## config.mk

```make
export PLATFORM = sky130hd
export DESIGN_NAME = lru_key_value_cache
export DESIGN_NICKNAME = d
export VERILOG_FILES = /design/src/hw/rtl/lkv_pkg.sv /design/src/hw/rtl/lkv_ram.sv /design/src/hw/rtl/lkv_table.sv /design/src/hw/rtl/lkv_scan.sv /design/src/hw/rtl/lru_key_value_cache.sv
export SDC_FILE = /design/constraint.sdc
export NUM_CORES = 1
export LEC_CHECK = 0
export BUFFER_PORTS_ARGS = -buffer_cell sky130_fd_sc_hd__buf_4
export CAP_MARGIN = 0
export CELL_PAD_IN_SITES_DETAIL_PLACEMENT = 1
export CELL_PAD_IN_SITES_GLOBAL_PLACEMENT = 2
export CORE_MARGIN = 2
export CORE_UTILIZATION = 35
export DETAILED_ROUTE_END_ITERATION = 12
export PLACE_DENSITY = 0.61
export SLEW_MARGIN = 30
export SYNTH_ARGS = -nofsm -noshare
export SYNTH_HDL_FRONTEND = slang
export SYNTH_SLANG_ARGS = --single-unit
```

## constraint.sdc

```tcl
create_clock -name clk_i -period 15.6 [get_ports clk_i]
set_input_delay 0.78 -clock clk_i [delete_from_list [all_inputs] [get_ports clk_i]]
set_output_delay 0.78 -clock clk_i [all_outputs]
set_load 0.02 [all_outputs]
```

## src/hw/rtl/lkv_pkg.sv

```systemverilog
// Shared constants and types for the LRU key-value cache.
package lkv_pkg;

  localparam int unsigned EntriesDef = 16;
  localparam int unsigned KeyW       = 32;
  localparam int unsigned ValW       = 32;
  localparam int unsigned CapW       = 5;

  localparam logic [CapW-1:0] CapRst    = 5'd16;
  localparam logic [ValW-1:0] MissValue = '1;

  // command codes
  localparam logic CmdGet = 1'b0;
  localparam logic CmdPut = 1'b1;

  // operations on the valid/rank table
  typedef enum logic [1:0] {
    TblNone   = 2'd0,
    TblTouch  = 2'd1,
    TblInsert = 2'd2
  } table_op_e;

endpackage

```

## src/hw/rtl/lkv_ram.sv

```systemverilog
// Generic single-write, single-read RAM with registered read data.
module lkv_ram #(
  parameter int unsigned Width = 32,
  parameter int unsigned Depth = 16,
  localparam int unsigned AddrW = (Depth > 1) ? $clog2(Depth) : 1
) (
  input  logic             clk_i,
  input  logic             we_i,
  input  logic [AddrW-1:0] waddr_i,
  input  logic [Width-1:0] wdata_i,
  input  logic [AddrW-1:0] raddr_i,
  output logic [Width-1:0] rdata_o
);

  logic [Width-1:0] mem_q [Depth];
  logic [Width-1:0] rdata_q;

  always_ff @(posedge clk_i) begin
    if (we_i) begin
      mem_q[waddr_i] <= wdata_i;
    end
    rdata_q <= mem_q[raddr_i];
  end

  assign rdata_o = rdata_q;

endmodule

```

## src/hw/rtl/lkv_table.sv

```systemverilog
// Valid bits and recency ranks of all slots, with touch and insert updates.
module lkv_table #(
  parameter int unsigned Entries = lkv_pkg::EntriesDef,
  localparam int unsigned IdxW = (Entries > 1) ? $clog2(Entries) : 1
) (
  input  logic                clk_i,
  input  logic                rst_ni,
  input  lkv_pkg::table_op_e  op_i,
  input  logic [IdxW-1:0]     slot_i,
  input  logic [IdxW-1:0]     rank_i,
  input  logic [IdxW-1:0]     rd_idx_i,
  output logic                valid_o,
  output logic [IdxW-1:0]     rank_o
);

  logic [Entries-1:0] valid_q, valid_d;
  logic [IdxW-1:0]    rank_q [Entries];
  logic [IdxW-1:0]    rank_d [Entries];

  always_comb begin
    valid_d = valid_q;
    for (int unsigned i = 0; i < Entries; i++) begin
      rank_d[i] = rank_q[i];
    end
    case (op_i)
      lkv_pkg::TblTouch: begin
        // entries more recent than the touched one age by one
        for (int unsigned i = 0; i < Entries; i++) begin
          if (valid_q[i] && (rank_q[i] < rank_i)) begin
            rank_d[i] = rank_q[i] + IdxW'(1);
          end
        end
        rank_d[slot_i] = '0;
      end
      lkv_pkg::TblInsert: begin
        for (int unsigned i = 0; i < Entries; i++) begin
          if (valid_q[i]) begin
            rank_d[i] = rank_q[i] + IdxW'(1);
          end
        end
        rank_d[slot_i]  = '0;
        valid_d[slot_i] = 1'b1;
      end
      default: begin
      end
    endcase
  end

  always_ff @(posedge clk_i or negedge rst_ni) begin
    if (!rst_ni) begin
      valid_q <= '0;
      for (int unsigned i = 0; i < Entries; i++) begin
        rank_q[i] <= '0;
      end
    end else begin
      valid_q <= valid_d;
      for (int unsigned i = 0; i < Entries; i++) begin
        rank_q[i] <= rank_d[i];
      end
    end
  end

  assign valid_o = valid_q[rd_idx_i];
  assign rank_o  = rank_q[rd_idx_i];

endmodule

```

## src/hw/rtl/lkv_scan.sv

```systemverilog
// Per-slot compare unit: key match, least recent slot and first free slot.
module lkv_scan #(
  parameter int unsigned Entries = lkv_pkg::EntriesDef,
  localparam int unsigned IdxW = (Entries > 1) ? $clog2(Entries) : 1
) (
  input  logic                      clk_i,
  input  logic                      rst_ni,
  input  logic                      clear_i,
  input  logic                      step_i,
  input  logic [IdxW-1:0]           idx_i,
  input  logic                      ent_valid_i,
  input  logic [IdxW-1:0]           ent_rank_i,
  input  logic [lkv_pkg::KeyW-1:0]  ent_key_i,
  input  logic [lkv_pkg::ValW-1:0]  ent_value_i,
  input  logic [lkv_pkg::KeyW-1:0]  key_i,
  output logic                      hit_o,
  output logic [IdxW-1:0]           hit_idx_o,
  output logic [IdxW-1:0]           hit_rank_o,
  output logic [lkv_pkg::ValW-1:0]  hit_value_o,
  output logic [IdxW-1:0]           lru_idx_o,
  output logic [IdxW-1:0]           free_idx_o
);

  logic                     hit_q, lru_seen_q, free_seen_q;
  logic [IdxW-1:0]          hit_idx_q, hit_rank_q, lru_idx_q, lru_rank_q, free_idx_q;
  logic [lkv_pkg::ValW-1:0] hit_value_q;
  logic                     match, lru_take, free_take;

  assign match     = step_i && ent_valid_i && (ent_key_i == key_i) && !hit_q;
  assign lru_take  = step_i && ent_valid_i && (!lru_seen_q || (ent_rank_i >= lru_rank_q));
  assign free_take = step_i && !ent_valid_i && !free_seen_q;

  always_ff @(posedge clk_i or negedge rst_ni) begin
    if (!rst_ni) begin
      hit_q       <= 1'b0;
      lru_seen_q  <= 1'b0;
      free_seen_q <= 1'b0;
    end else if (clear_i) begin
      hit_q       <= 1'b0;
      lru_seen_q  <= 1'b0;
      free_seen_q <= 1'b0;
    end else begin
      if (match) begin
        hit_q <= 1'b1;
      end
      if (lru_take) begin
        lru_seen_q <= 1'b1;
      end
      if (free_take) begin
        free_seen_q <= 1'b1;
      end
    end
  end

  always_ff @(posedge clk_i) begin
    if (match) begin
      hit_idx_q   <= idx_i;
      hit_rank_q  <= ent_rank_i;
      hit_value_q <= ent_value_i;
    end
    if (lru_take) begin
      lru_idx_q  <= idx_i;
      lru_rank_q <= ent_rank_i;
    end
    if (free_take) begin
      free_idx_q <= idx_i;
    end
  end

  assign hit_o       = hit_q;
  assign hit_idx_o   = hit_idx_q;
  assign hit_rank_o  = hit_rank_q;
  assign hit_value_o = hit_value_q;
  assign lru_idx_o   = lru_idx_q;
  assign free_idx_o  = free_idx_q;

endmodule

```

## src/hw/rtl/lru_key_value_cache.sv

```systemverilog
// LRU key-value cache: one request in flight, slots scanned one per cycle.
// done_o pulses once a taken request has passed the scan of every slot through the
// key/value RAM read port, then the update state and then the result register.
// A new request is taken only when idle; busy_o drops in the result cycle.
// done_o is high for one cycle only and the receiver cannot stall it; the result registers hold until the next update.
// Reset empties the cache and sets capacity to 16; no clearing pass is needed.
module lru_key_value_cache #(
  parameter int unsigned Entries = lkv_pkg::EntriesDef
) (
  input  logic                      clk_i,
  input  logic                      rst_ni,
  input  logic                      start_i,
  output logic                      busy_o,
  input  logic                      command_i,
  input  logic [lkv_pkg::KeyW-1:0]  key_i,
  input  logic signed [lkv_pkg::ValW-1:0] write_value_i,
  output logic                      done_o,
  output logic                      found_o,
  output logic signed [lkv_pkg::ValW-1:0] read_value_o,
  output logic                      evicted_o,
  input  logic                      cfg_valid_i,
  output logic                      cfg_ready_o,
  input  logic [lkv_pkg::CapW-1:0]  cfg_capacity_in_use_i
);

  localparam int unsigned IdxW = (Entries > 1) ? $clog2(Entries) : 1;
  localparam int unsigned CntW = $clog2(Entries + 1);
  localparam int unsigned CmpW = (CntW > lkv_pkg::CapW) ? CntW : lkv_pkg::CapW;

  localparam logic [1:0] StIdle = 2'd0;
  localparam logic [1:0] StScan = 2'd1;
  localparam logic [1:0] StUpd  = 2'd2;

  logic [1:0] state_q, state_d;
  logic [CntW-1:0] stp_q, stp_d;
  logic [IdxW-1:0] pidx_q;
  logic [CntW-1:0] used_q, used_d;
  logic [lkv_pkg::CapW-1:0] cap_q;
  logic cmd_q;
  logic [lkv_pkg::KeyW-1:0] key_q;
  logic [lkv_pkg::ValW-1:0] wval_q;
  logic done_q, found_q, evicted_q;
  logic [lkv_pkg::ValW-1:0] rval_q;

  logic accept, step, scan_clear;
  logic [IdxW-1:0] raddr;
  logic [lkv_pkg::KeyW-1:0] ram_key;
  logic [lkv_pkg::ValW-1:0] ram_val;
  logic ent_valid;
  logic [IdxW-1:0] ent_rank;
  logic hit;
  logic [IdxW-1:0] hit_idx, hit_rank, lru_idx, free_idx;
  logic [lkv_pkg::ValW-1:0] hit_value;

  logic [lkv_pkg::CapW-1:0] cap_adj;
  logic full, upd;
  lkv_pkg::table_op_e tbl_op;
  logic [IdxW-1:0] tbl_slot;
  logic key_we, val_we;
  logic [IdxW-1:0] wr_slot;

  assign accept      = start_i && (state_q == StIdle);
  assign busy_o      = (state_q != StIdle);
  // capacity changes only between requests, never alongside a new one
  assign cfg_ready_o = (state_q == StIdle) && !start_i;
  assign raddr       = stp_q[IdxW-1:0];
  assign step        = (state_q == StScan) && (stp_q != '0);
  assign scan_clear  = accept;
  assign upd         = (state_q == StUpd);

  // capacity zero acts as one; above Entries it is bounded by a full table
  assign cap_adj = (cap_q == '0) ? lkv_pkg::CapW'(1) : cap_q;
  assign full    = (CmpW'(used_q) >= CmpW'(cap_adj)) || (used_q == CntW'(Entries));

  always_comb begin
    state_d = state_q;
    stp_d   = stp_q;
    case (state_q)
      StIdle: begin
        if (start_i) begin
          state_d = StScan;
          stp_d   = '0;
        end
      end
      StScan: begin
        stp_d = stp_q + CntW'(1);
        if (stp_q == CntW'(Entries)) begin
          state_d = StUpd;
        end
      end
      StUpd: begin
        state_d = StIdle;
      end
      default: begin
        state_d = StIdle;
      end
    endcase
  end

  always_comb begin
    tbl_op   = lkv_pkg::TblNone;
    tbl_slot = hit_idx;
    key_we   = 1'b0;
    val_we   = 1'b0;
    wr_slot  = hit_idx;
    used_d   = used_q;
    if (upd) begin
      if (hit) begin
        tbl_op = lkv_pkg::TblTouch;
        val_we = (cmd_q == lkv_pkg::CmdPut);
      end else if (cmd_q == lkv_pkg::CmdPut) begin
        tbl_op   = lkv_pkg::TblInsert;
        tbl_slot = full ? lru_idx : free_idx;
        wr_slot  = tbl_slot;
        key_we   = 1'b1;
        val_we   = 1'b1;
        if (!full) begin
          used_d = used_q + CntW'(1);
        end
      end
    end
  end

  always_ff @(posedge clk_i or negedge rst_ni) begin
    if (!rst_ni) begin
      state_q <= StIdle;
      stp_q   <= '0;
      used_q  <= '0;
      cap_q   <= lkv_pkg::CapRst;
      done_q  <= 1'b0;
    end else begin
      state_q <= state_d;
      stp_q   <= stp_d;
      used_q  <= used_d;
      done_q  <= upd;
      if (cfg_valid_i && cfg_ready_o) begin
        cap_q <= cfg_capacity_in_use_i;
      end
    end
  end

  always_ff @(posedge clk_i) begin
    pidx_q <= raddr;
    if (accept) begin
      cmd_q  <= command_i;
      key_q  <= key_i;
      wval_q <= write_value_i;
    end
    if (upd) begin
      found_q   <= hit;
      rval_q    <= (hit && (cmd_q == lkv_pkg::CmdGet)) ? hit_value : lkv_pkg::MissValue;
      evicted_q <= !hit && (cmd_q == lkv_pkg::CmdPut) && full;
    end
  end

  lkv_ram #(
    .Width (lkv_pkg::KeyW),
    .Depth (Entries)
  ) u_key_ram (
    .clk_i   (clk_i),
    .we_i    (key_we),
    .waddr_i (wr_slot),
    .wdata_i (key_q),
    .raddr_i (raddr),
    .rdata_o (ram_key)
  );

  lkv_ram #(
    .Width (lkv_pkg::ValW),
    .Depth (Entries)
  ) u_val_ram (
    .clk_i   (clk_i),
    .we_i    (val_we),
    .waddr_i (wr_slot),
    .wdata_i (wval_q),
    .raddr_i (raddr),
    .rdata_o (ram_val)
  );

  lkv_table #(
    .Entries (Entries)
  ) u_table (
    .clk_i    (clk_i),
    .rst_ni   (rst_ni),
    .op_i     (tbl_op),
    .slot_i   (tbl_slot),
    .rank_i   (hit_rank),
    .rd_idx_i (pidx_q),
    .valid_o  (ent_valid),
    .rank_o   (ent_rank)
  );

  lkv_scan #(
    .Entries (Entries)
  ) u_scan (
    .clk_i       (clk_i),
    .rst_ni      (rst_ni),
    .clear_i     (scan_clear),
    .step_i      (step),
    .idx_i       (pidx_q),
    .ent_valid_i (ent_valid),
    .ent_rank_i  (ent_rank),
    .ent_key_i   (ram_key),
    .ent_value_i (ram_val),
    .key_i       (key_q),
    .hit_o       (hit),
    .hit_idx_o   (hit_idx),
    .hit_rank_o  (hit_rank),
    .hit_value_o (hit_value),
    .lru_idx_o   (lru_idx),
    .free_idx_o  (free_idx)
  );

  assign done_o       = done_q;
  assign found_o      = found_q;
  assign read_value_o = rval_q;
  assign evicted_o    = evicted_q;

endmodule
```

==> results of run 1 <==
-- Yosys cell counts, types with 3 or more instances --
library cell,n,area share
sky130_fd_sc_hd__nor3_1,14,0.0014
sky130_fd_sc_hd__mux4_2,344,0.15
sky130_fd_sc_hd__nor3b_1,18,0.0026
sky130_fd_sc_hd__nor2_1,80,0.0058
sky130_fd_sc_hd__o21ai_0,15,0.0014
sky130_fd_sc_hd__nor2b_1,21,0.0025
sky130_fd_sc_hd__a21o_1,34,0.0049
sky130_fd_sc_hd__buf_1,4,0.00029
sky130_fd_sc_hd__o31a_1,16,0.0027
sky130_fd_sc_hd__mux2i_1,18,0.0035
sky130_fd_sc_hd__xor2_1,33,0.0056
sky130_fd_sc_hd__clkbuf_1,68,0.0049
sky130_fd_sc_hd__nor3_2,3,0.00058
sky130_fd_sc_hd__dfrtp_1,100,0.048
sky130_fd_sc_hd__or3_1,32,0.0039
sky130_fd_sc_hd__dfxtp_1,68,0.026
sky130_fd_sc_hd__inv_1,37,0.0027
sky130_fd_sc_hd__buf_2,32,0.0031
sky130_fd_sc_hd__and2_1,4,0.00048
sky130_fd_sc_hd__nand2b_1,20,0.0024
sky130_fd_sc_hd__a21oi_1,47,0.0045
sky130_fd_sc_hd__and3_1,3,0.00036
sky130_fd_sc_hd__xnor2_1,52,0.0088
sky130_fd_sc_hd__edfxtp_1,1175,0.68
sky130_fd_sc_hd__nand4_1,28,0.0034
sky130_fd_sc_hd__nand3_1,10,0.00097
sky130_fd_sc_hd__nor4_2,4,0.00097
sky130_fd_sc_hd__nand2_1,35,0.0025
sky130_fd_sc_hd__ha_1,78,0.019
-- final cells by class --
| cell class | instances | share of cell area |
|---|---|---|
| Inverter | 37 | 0.00235 |
| Clock buffer | 211 | 0.0660 |
| Sequential cell | 1344 | 0.652 |
| Timing Repair Buffer | 168 | 0.0235 |
| Clock inverter | 58 | 0.0107 |
| Tap cell | 1930 | 0.0402 |
| Multi-Input combinational cell | 940 | 0.205 |
-- report_power, final --
| group | internal (W) | switching [W] | total, W | leakage (nW) |
|---|---|---|---|---|
| clock network | 0.00191 | 0.00142 | 0.00333 | 2.24 |
| registers | 0.00412 | 0.000219 | 0.00434 | 12.5 |
| logic | 0.000907 | 0.000775 | 0.00168 | 4.96 |
| total | 0.00694 | 0.00241 | 0.00935 | 19.7 |
-- final timing paths --
check                                 startpoint                     end  slack (ns)  depth (start not counted)
min                                       rst_ni      u_table.rank_q[33]        0.04                          1
min in group clk_i             write_value_i[29]              wval_q[29]        0.17                          1
min reg2reg                u_val_ram.rdata_o[12]  u_scan.hit_value_o[12]        0.40                          0
max                                     cap_q[1]  u_key_ram.mem_q[6][12]       11.40                         10
max reg2reg                             cap_q[1]  u_key_ram.mem_q[6][12]       11.40                         10
max in group asynchronous                 rst_ni                cap_q[2]       14.26                          2
-- cell families after synthesis --
| kind of cell | count (synthesis) |
|---|---|
| multiplexers | 363 |
| XOR/XNOR | 85 |
| buffers and inverters | 144 |
| AND/OR/NAND/NOR | 285 |
| flip-flops | 1344 |
| adder cells (fa/ha/maj) | 78 |
| AO/OA/AOI/OAI | 129 |
-- through the flow --
| stage | instance area (um^2) | cells | setup slack, ns |
|---|---|---|---|
| after floorplan | 51900 | 2428 | 10.69 |
| after global placement | 55300 | 4411 | 10.83 |
| after detailed placement | 55500 | 4418 | 11.05 |
| after CTS | 60100 | 4687 | 11.03 |
| after global routing | 60100 | 4688 | 11.04 |
| final | 60100 | 4688 | 11.40 |
-- state kept, by name, summed over array words and instances (netlist names), 16 cells and up --
signal,flops
u_key_ram.mem_q,512
u_val_ram.mem_q,512
u_table.rank_q,64
key_q,32
read_value_o,32
u_key_ram.rdata_o,32
u_scan.hit_value_o,32
u_val_ram.rdata_o,32
wval_q,32
u_table.valid_q,16
-- placed cells by master, fill, tap and decap left out, types with 4 or more instances in the layout --
cell type,instances
sky130_fd_sc_hd__a21o_1,34
sky130_fd_sc_hd__a21oi_1,47
sky130_fd_sc_hd__and2_1,4
sky130_fd_sc_hd__buf_16,5
sky130_fd_sc_hd__buf_4,156
sky130_fd_sc_hd__bufinv_16,7
sky130_fd_sc_hd__clkbuf_1,59
sky130_fd_sc_hd__clkbuf_16,147
sky130_fd_sc_hd__clkbuf_8,5
sky130_fd_sc_hd__clkinv_1,14
sky130_fd_sc_hd__clkinv_2,21
sky130_fd_sc_hd__clkinv_8,5
sky130_fd_sc_hd__dfrtp_1,96
sky130_fd_sc_hd__dfrtp_4,4
sky130_fd_sc_hd__dfxtp_1,68
sky130_fd_sc_hd__edfxtp_1,1175
sky130_fd_sc_hd__ha_1,77
sky130_fd_sc_hd__inv_1,35
sky130_fd_sc_hd__mux2i_1,18
sky130_fd_sc_hd__mux4_2,344
sky130_fd_sc_hd__nand2_1,35
sky130_fd_sc_hd__nand2b_1,20
sky130_fd_sc_hd__nand3_1,10
sky130_fd_sc_hd__nand4_1,28
sky130_fd_sc_hd__nor2_1,57
sky130_fd_sc_hd__nor2_4,23
sky130_fd_sc_hd__nor2b_1,21
sky130_fd_sc_hd__nor3_2,15
sky130_fd_sc_hd__nor3b_1,18
sky130_fd_sc_hd__nor4_2,5
sky130_fd_sc_hd__o21ai_0,15
sky130_fd_sc_hd__o31a_1,16
sky130_fd_sc_hd__or3_1,32
sky130_fd_sc_hd__xnor2_1,52
sky130_fd_sc_hd__xor2_1,33
-- layer usage --
layer  global-route usage  up-vias  wire, um  part of all wire
met4               0.0441        0      2290             0.019
li1                     -    10400         -                 -
met1                0.229    13300     55200              0.45
met5                    0        -         0                 0
met2                0.271      527     61200              0.49
met3               0.0294      147      5190             0.042
-- critical path: cells and delay by family, from the launching register on --
| kind | cells | cell delay (ns) |
|---|---|---|
| AO/OA/AOI/OAI | 5 | 1.77 |
| AND/OR/NAND/NOR | 3 | 0.74 |
| buffers and inverters | 1 | 0.58 |
| flip-flops | 1 | 0.38 |
| adder cells (fa/ha/maj) | 1 | 0.31 |
==> flow_summary.toml, run 1 <==
[run_status]
status = "finished clean"

[power]
ir_worst_vdd_mv = 0.0884
leakagePower_nw = 19.7
totalPowerFinal_w = 0.00935
cellPowerDensity_nw_per_um2 = 156

[worst_setup_path]
worst-setup-path-type = "reg -> reg"
slowest_stage = "sky130_fd_sc_hd__buf_4"
critical_path.max_fanout = 32
worstSetupStartpointType = "flop"
critical_path.cell_chain = "o41ai_1 -> ha_1 -> nor2b_1 -> o21ai_2 -> a211oi_4 -> a22oi_2 -> a211o_1 -> or2_1 -> nor2_4 -> buf_4"
worstSetupEndpointType = "flop"
worst_ep_required_time_ns = 15.98
timing.critical_path.slowest_cell_delay_ns = 0.58
cp.arrival_ns = 4.58

[finish]
final_layout_fill_cell_count = 13900
multi_input_comb_area_um2 = 12300
area.sequential_um2 = 39200
insertedDiodeCount = 0
area.growth.synth_to_final_pct = 15.9
finalNetCount = 2789
utilization = 0.408
drive_above_1_share = 0.281

[floorplanning]
die_y_um = 389
core_region_area_um2 = 147000
die_area_um2 = 151000
dieWidth_um = 389
initial_core_util = 0.352
pin_count = 111
core.rowCount = 141

[synth]
synth_compound_area_frac = 0.0167
synth-edff-count = 1175
area_share_of_and_or_nand_nor_cells_after_synthesis = 0.0302
synth.yosys.seq_area_share = 0.755
synthesis.yosys.warnings = 0
synth_seq_cells = 1344
area_share_of_xor_xnor_cells_in_the_synthesized_design = 0.0144
synthFlopType = "sky130_fd_sc_hd__edfxtp_1"
combinational_family_with_the_most_area_after_synthesis = "multiplexers"
avgSynthCellArea_um2 = 21.4
yosys-mux-area-fraction = 0.153
post_synthesis_instance_area_um2 = 51900
netlist-cell-type-count = 58
share_of_flip_flops_with_an_asynchronous_set_or_reset = 0.0751
synthAdderAreaFrac = 0.0188
postSynthNetCount = 2580
syn-instance-count = 2428

[clock_tree]
clk_latency_ns = 0.79
cts.htree.levels = 4
tritoncts_num_sinks = 1344
maximum_clock_path_buffer_count = 3
cts_tree = "built"
hold_buffers = 0
ctsResizeCount = 0
cts.repair_timing.setup_buffer_count = 0
tritoncts.num_buffers = 146
clk_root_buffer_cell = "sky130_fd_sc_hd__clkbuf_16"
cts.clk_slew.worst_paths_ns = 0.06

[drt]
starting_drt_drc_count = 1678
drt.antenna.violating_nets = 0
drc = 0
route.vias.total = 24400
routed_wire_length_per_instance_um = 26.4
via_density_per_instance = 5.19
drt_pass1_iterations = 5
drt-total-wl_mm = 124

[min_path]
tightest_hold_check_type = "in -> async"

[sta]
worst_pin_slew_ns = 0.930
slew_headroom = 0.375
final.setup_skew_ns = 0.0386
finalHoldWorstSlack_ns = 0.0448
fmaxAchievable_ghz = 0.238
period_needed_ns = 4.20
fin_crit_sh = 0.269
finalHoldViolCount = 0
finalSetupTns_ns = 0
setup_repair_after_global_routing_missed_its_margin = "false"
setup-violations-final = 0
slew_viol_final = 0

[placement]
placer_congestion_estimate = 0.733
place.port_buffers = 110
place_hpwl_mm = 67.5

[global_routing]
global_route_wire_length_before_repair_mm = 183
grt_max_degree = 88
grt.total_usage = 0.166
grt_overflow_total = 0
antenna_found_initial = 4
first_global_vias = 26500

[run]
cap_violations = 0
Power figures use the tool's default switching activity.
==> inputs of run 2 (changes only) <==
--- a/config.mk
+++ b/config.mk
@@ -12,7 +12,7 @@
 export CORE_MARGIN = 2
 export CORE_UTILIZATION = 35
 export DETAILED_ROUTE_END_ITERATION = 12
-export PLACE_DENSITY = 0.61
+export PLACE_DENSITY = 0.63
 export SLEW_MARGIN = 30
 export SYNTH_ARGS = -nofsm -noshare
 export SYNTH_HDL_FRONTEND = slang
==> constraint.sdc (replaced) <==
create_clock -name clk_i -period 3.6 [get_ports clk_i]
set_input_delay 0.18 -clock clk_i [delete_from_list [all_inputs] [get_ports clk_i]]
set_output_delay 0.18 -clock clk_i [all_outputs]
set_load 0.02 [all_outputs]
==> flow_summary.toml, run 2 (synthesized netlist as in run 1, its figures left out) <==
[sta]
finalHoldViolCount = 0
setup-violations-final = 0
slew_headroom = 0.356
finalHoldWorstSlack_ns = 0.116
final.setup_skew_ns = 0.0473
fin_crit_sh = 0.949
final_critical_path_setup_slack_ns = 0.184
period_needed_ns = 3.42
slew_viol_final = 0
worst_pin_slew_ns = 0.965
fmaxAchievable_ghz = 0.293
setup_repair_after_global_routing_missed_its_margin = "false"

[clock_tree]
cts.repair_timing.setup_buffer_count = 0
maximum_clock_path_buffer_count = 3
tritoncts.num_buffers = 145
tritoncts_num_sinks = 1344
cts_tree = "built"
cts.clk_slew.worst_paths_ns = 0.06
clk_latency_ns = 0.79
clk_root_buffer_cell = "sky130_fd_sc_hd__clkbuf_16"
cts.htree.levels = 4

[power]
cellPowerDensity_nw_per_um2 = 672
leakagePower_nw = 20.7
ir_worst_vdd_mv = 0.846

[worst_setup_path]
cp.arrival_ns = 3.84
worstRegToRegCells = 10
worstSetupEndpointType = "flop"
critical_path.reg2reg.endpoint = "u_key_ram.mem_q[6][19]"
critical_path.reg2reg.startpoint = "cap_q[1]"
critical_path.max_fanout = 32
reg2reg_setup_slack_ns = 0.18
worstSetupStartpointType = "flop"
worst-setup-path-type = "reg -> reg"
worst_ep_required_time_ns = 4.02

[global_routing]
first_global_vias = 27500
grt.total_usage = 0.168
grt_overflow_total = 0
global_route_wire_length_before_repair_mm = 187
antenna_found_initial = 0
grt_max_degree = 132

[floorplanning]
die_y_um = 389
core_region_area_um2 = 147000
dieWidth_um = 389
pin_count = 111
initial_core_util = 0.352
core.rowCount = 141
die_area_um2 = 151000

[drt]
route.vias.total = 24800
drt_pass1_iterations = 5
routed_wire_length_per_instance_um = 25.8
drc = 0
starting_drt_drc_count = 1631
via_density_per_instance = 5.13
drt-total-wl_mm = 125
drt.antenna.violating_nets = 0

[placement]
dpl_worst_slack_ns = 0.0594
place.port_buffers = 110
placer_congestion_estimate = 0.767
place_hpwl_mm = 71.6
placed_cells_incl_taps = 4473

[finish]
finalNetCount = 2926
drive_above_1_share = 0.295
layout_common_cells = "sky130_fd_sc_hd__edfxtp_1, sky130_fd_sc_hd__mux4_2, sky130_fd_sc_hd__buf_4"
utilization = 0.422
non_filler_instance_count_after_layout = 4830
top_regs = "u_key_ram.mem_q: 512 flops, u_val_ram.mem_q: 512 flops, u_table.rank_q: 64 flops"
most_common_cell_after_layout_fill_and_taps_aside = "sky130_fd_sc_hd__edfxtp_1"
area.growth.synth_to_final_pct = 19.9

[min_path]
tightest_hold_check_type = "in -> reg"
min-delay-start = "write_value_i[2]"
whs_endpoint = "wval_q[2]"
worstHoldPathCells = 2

[run]
cap_violations = 0

[run_status]
status = "finished clean"
run 2: changes by cell type in the layout (fill, tap and decap cells not counted), sizes merged:
cell | previous run | this run
dlygate4sd3 | 0 | 83
bufinv | 7 | 14
inv | 43 | 45
clkinvlp | 1 | 4
buf | 168 | 223
clkinv | 44 | 37
clkbuf | 211 | 209
diode | 0 | 1
run 2: worst max-delay path, stage by stage, from the launching register on:
cell,delay (ns)
sky130_fd_sc_hd__dfrtp_1,0.41
sky130_fd_sc_hd__o41ai_2,0.41
sky130_fd_sc_hd__ha_1,0.30
sky130_fd_sc_hd__nor2b_1,0.14
sky130_fd_sc_hd__o21ai_2,0.12
sky130_fd_sc_hd__a21o_2,0.29
sky130_fd_sc_hd__and3_1,0.25
sky130_fd_sc_hd__a211o_1,0.30
sky130_fd_sc_hd__or2_1,0.35
sky130_fd_sc_hd__nor2_4,0.17
sky130_fd_sc_hd__buf_12,0.28
run 2: worst max-delay path by stage:
stage	startpoint	endpoint	slack, ns	cells past startpoint
after floorplan	state_q[0]	u_val_ram.mem_q[14][0]	-0.48	8
after global placement	cap_q[1]	u_val_ram.mem_q[14][10]	0.17	10
after detailed placement	cap_q[1]	u_val_ram.mem_q[14][9]	0.06	10
after CTS	cap_q[1]	u_val_ram.mem_q[14][20]	0.04	10
after global routing	cap_q[1]	u_key_ram.mem_q[6][19]	0.01	10
final	cap_q[1]	u_key_ram.mem_q[6][19]	0.18	10
run 2: what timing repair did:
action / 4_1_cts / 5_1_grt
resized for setup: 0 / 3
hold buffers: 84 / 0
endpoints found under the setup margin: 0 / 460
endpoints found under the hold margin: 175 / 0
run 2: routing by layer:
metal  track usage  wire [um]  up-vias
met2         0.277      61800      509
met4        0.0469       2850        0
li1              -          -    10700
met3        0.0326       5280      195
met1         0.228      54900    13400
met5             0          0        -
run 2: cell type report:
class                           count  area (um^2)
Timing Repair Buffer              306         3070
Fill cell                       13800        85300
Sequential cell                  1344        39200
Clock buffer                      209         4100
Tap cell                         1930         2410
Antenna cell                        1         2.50
Clock inverter                     63          845
Multi-Input combinational cell    940        12400
Inverter                           37          141
run 2: power breakdown:
group,internal (W),switching [W]
registers,0.0179,0.000675
clock network,0.00903,0.00622
logic,0.00414,0.00385
total,0.0310,0.0108
run 2: per-stage QoR:
stage | instance area (um^2) | TNS (ns) | total power (W)
2_1_floorplan | 52000 | -163.67 | 0.0244
3_3_place_gp | 56300 | 0 | 0.0269
3_5_place_dp | 56400 | 0 | 0.0270
4_1_cts | 62200 | 0 | 0.0424
5_1_grt | 62200 | 0 | 0.0435
6_report | 62200 | 0 | 0.0418
==> inputs of run 3 (changes only) <==
--- a/config.mk
+++ b/config.mk
@@ -10,9 +10,9 @@
 export CELL_PAD_IN_SITES_DETAIL_PLACEMENT = 1
 export CELL_PAD_IN_SITES_GLOBAL_PLACEMENT = 2
 export CORE_MARGIN = 2
-export CORE_UTILIZATION = 35
+export CORE_UTILIZATION = 45
 export DETAILED_ROUTE_END_ITERATION = 12
-export PLACE_DENSITY = 0.63
+export PLACE_DENSITY = 0.77
 export SLEW_MARGIN = 30
 export SYNTH_ARGS = -nofsm -noshare
 export SYNTH_HDL_FRONTEND = slang
==> flow_summary.toml, run 3 (synthesized netlist as in run 1, its figures left out) <==
[clock_tree]
clk_latency_ns = 0.76
cts.htree.levels = 4
tritoncts.num_buffers = 139
clk_root_buffer_cell = "sky130_fd_sc_hd__clkbuf_16"
tritoncts_num_sinks = 1344
cts.clk_slew.worst_paths_ns = 0.06
cts.repair_timing.setup_buffer_count = 0
cts_tree = "built"
maximum_clock_path_buffer_count = 3

[power]
leakagePower_nw = 20.4
cellPowerDensity_nw_per_um2 = 671
ir_worst_vdd_mv = 0.448

[finish]
area.growth.synth_to_final_pct = 17.9
most_common_cell_after_layout_fill_and_taps_aside = "sky130_fd_sc_hd__edfxtp_1"
finalNetCount = 2899
finalInstanceArea_um2 = 61100
layout_common_cells = "sky130_fd_sc_hd__edfxtp_1, sky130_fd_sc_hd__mux4_2, sky130_fd_sc_hd__buf_4"
top_regs = "u_key_ram.mem_q: 512 flops, u_val_ram.mem_q: 512 flops, u_table.rank_q: 64 flops"
drive_above_1_share = 0.288
insertedDiodeCount = 0
non_filler_instance_count_after_layout = 4372

[global_routing]
global_route_wire_length_before_repair_mm = 182
first_global_vias = 27400
antenna_found_initial = 6
grt_overflow_total = 0
grt.total_usage = 0.211
grt_max_degree = 103

[sta]
setup_repair_after_global_routing_missed_its_margin = "false"
fmaxAchievable_ghz = 0.291
worst_pin_slew_ns = 0.930
finalHoldViolCount = 0
final.setup_skew_ns = 0.0291
fin_crit_sh = 0.955
slew_headroom = 0.379
final_critical_path_setup_slack_ns = 0.163
period_needed_ns = 3.44
slew_viol_final = 0
setup-violations-final = 0
finalHoldWorstSlack_ns = 0.0331

[drt]
drt_pass1_iterations = 7
route.vias.total = 25100
via_density_per_instance = 5.74
drt-total-wl_mm = 122
routed_wire_length_per_instance_um = 27.9
top_signal_layer_used = "met5"
wirelength_met1_mm = 51.0
met3WireLength_mm = 6.45
drt.antenna.violating_nets = 0
starting_drt_drc_count = 2171
drc = 0
length_of_routed_met2_wiring_mm = 61.5

[floorplanning]
initial_core_util = 0.454
die_area_um2 = 118000
core.rowCount = 124
dieWidth_um = 343
core_region_area_um2 = 114000
die_y_um = 343
pin_count = 111

[placement]
placer_congestion_estimate = 0.778
place_hpwl_mm = 69.6
dpl_worst_slack_ns = 0.204
placed_cells_incl_taps = 4040
place_area_um2 = 55700
place.port_buffers = 110

[worst_setup_path]
worst-setup-path-type = "reg -> reg"
worst_ep_required_time_ns = 4.01
worstSetupEndpointType = "flop"
worstSetupStartpointType = "flop"
critical_path.max_fanout = 32
cp.arrival_ns = 3.85
worstRegToRegCells = 11

[run]
cap_violations = 0

[run_status]
status = "finished clean"

[min_path]
tightest_hold_check_type = "in -> async"
## run 3: cell types whose count changed in the layout (fill, tap and decap cells not counted), moves of 3 or more
cell	change
sky130_fd_sc_hd__buf_4	-12
sky130_fd_sc_hd__clkinvlp_4	+3
sky130_fd_sc_hd__clkinv_16	-3
sky130_fd_sc_hd__clkbuf_8	-4
sky130_fd_sc_hd__clkbuf_16	-6
sky130_fd_sc_hd__dlygate4sd3_1	-6
sky130_fd_sc_hd__clkinv_1	-3
sky130_fd_sc_hd__clkinv_8	+6
## run 3: path summary, 6_finish.rpt
kind / start / to / slack (ns)
max: cap_q[1] / u_val_ram.mem_q[1][14] / 0.16
min in group clk_i: cfg_valid_i / cap_q[2] / 0.05
min: rst_ni / u_table.rank_q[41] / 0.03
max reg2reg: cap_q[1] / u_val_ram.mem_q[1][14] / 0.16
max in group asynchronous: rst_ni / stp_q[3] / 2.66
min reg2reg: u_val_ram.rdata_o[7] / u_scan.hit_value_o[7] / 0.40
## run 3: where the power goes
| group | internal, W | total, W | switching (W) |
|---|---|---|---|
| Sequential | 0.0179 | 0.0186 | 0.000737 |
| Clock | 0.00846 | 0.0145 | 0.00603 |
| Combinational | 0.00413 | 0.00791 | 0.00378 |
## run 3: area by class of cell
class,count,area [um^2]
clock buffer,197,3890
clock inverter,57,729
sequential,1344,39200
inverter,37,141
timing repair buffer,285,2870
fill,9861,53200
multi-input combinational,940,12400
tap,1512,1890
## run 3: worst max-delay path, stage by stage (launching register included)
cell	delay [ns]
sky130_fd_sc_hd__dfrtp_1	0.37
sky130_fd_sc_hd__o41ai_1	0.43
sky130_fd_sc_hd__ha_1	0.19
sky130_fd_sc_hd__nor2b_1	0.06
sky130_fd_sc_hd__o21ai_2	0.27
sky130_fd_sc_hd__a21o_1	0.33
sky130_fd_sc_hd__mux2i_1	0.40
sky130_fd_sc_hd__a21o_1	0.27
sky130_fd_sc_hd__buf_4	0.19
sky130_fd_sc_hd__nand2b_1	0.15
sky130_fd_sc_hd__nor2_4	0.14
sky130_fd_sc_hd__buf_12	0.25
## run 3: metrics by stage
step	total power (W)	TNS, ns	util
6_report	0.0410	0	0.535
5_1_grt	0.0424	0	0.535
4_1_cts	0.0414	0	0.534
3_5_place_dp	0.0268	0	0.487
3_3_place_gp	0.0266	0	0.487
2_1_floorplan	0.0244	-163.67	-
## run 3: repair_timing
action / 4_1_cts / 5_1_grt
hold endpoints to repair: 119 / 0
gates resized for setup: 0 / 0
hold buffers: 77 / 0
## run 3: metal layers
layer,vias up,track usage
met4,2,0.0691
met2,826,0.348
met3,175,0.0301
met1,13500,0.293
met5,-,0
li1,10600,-
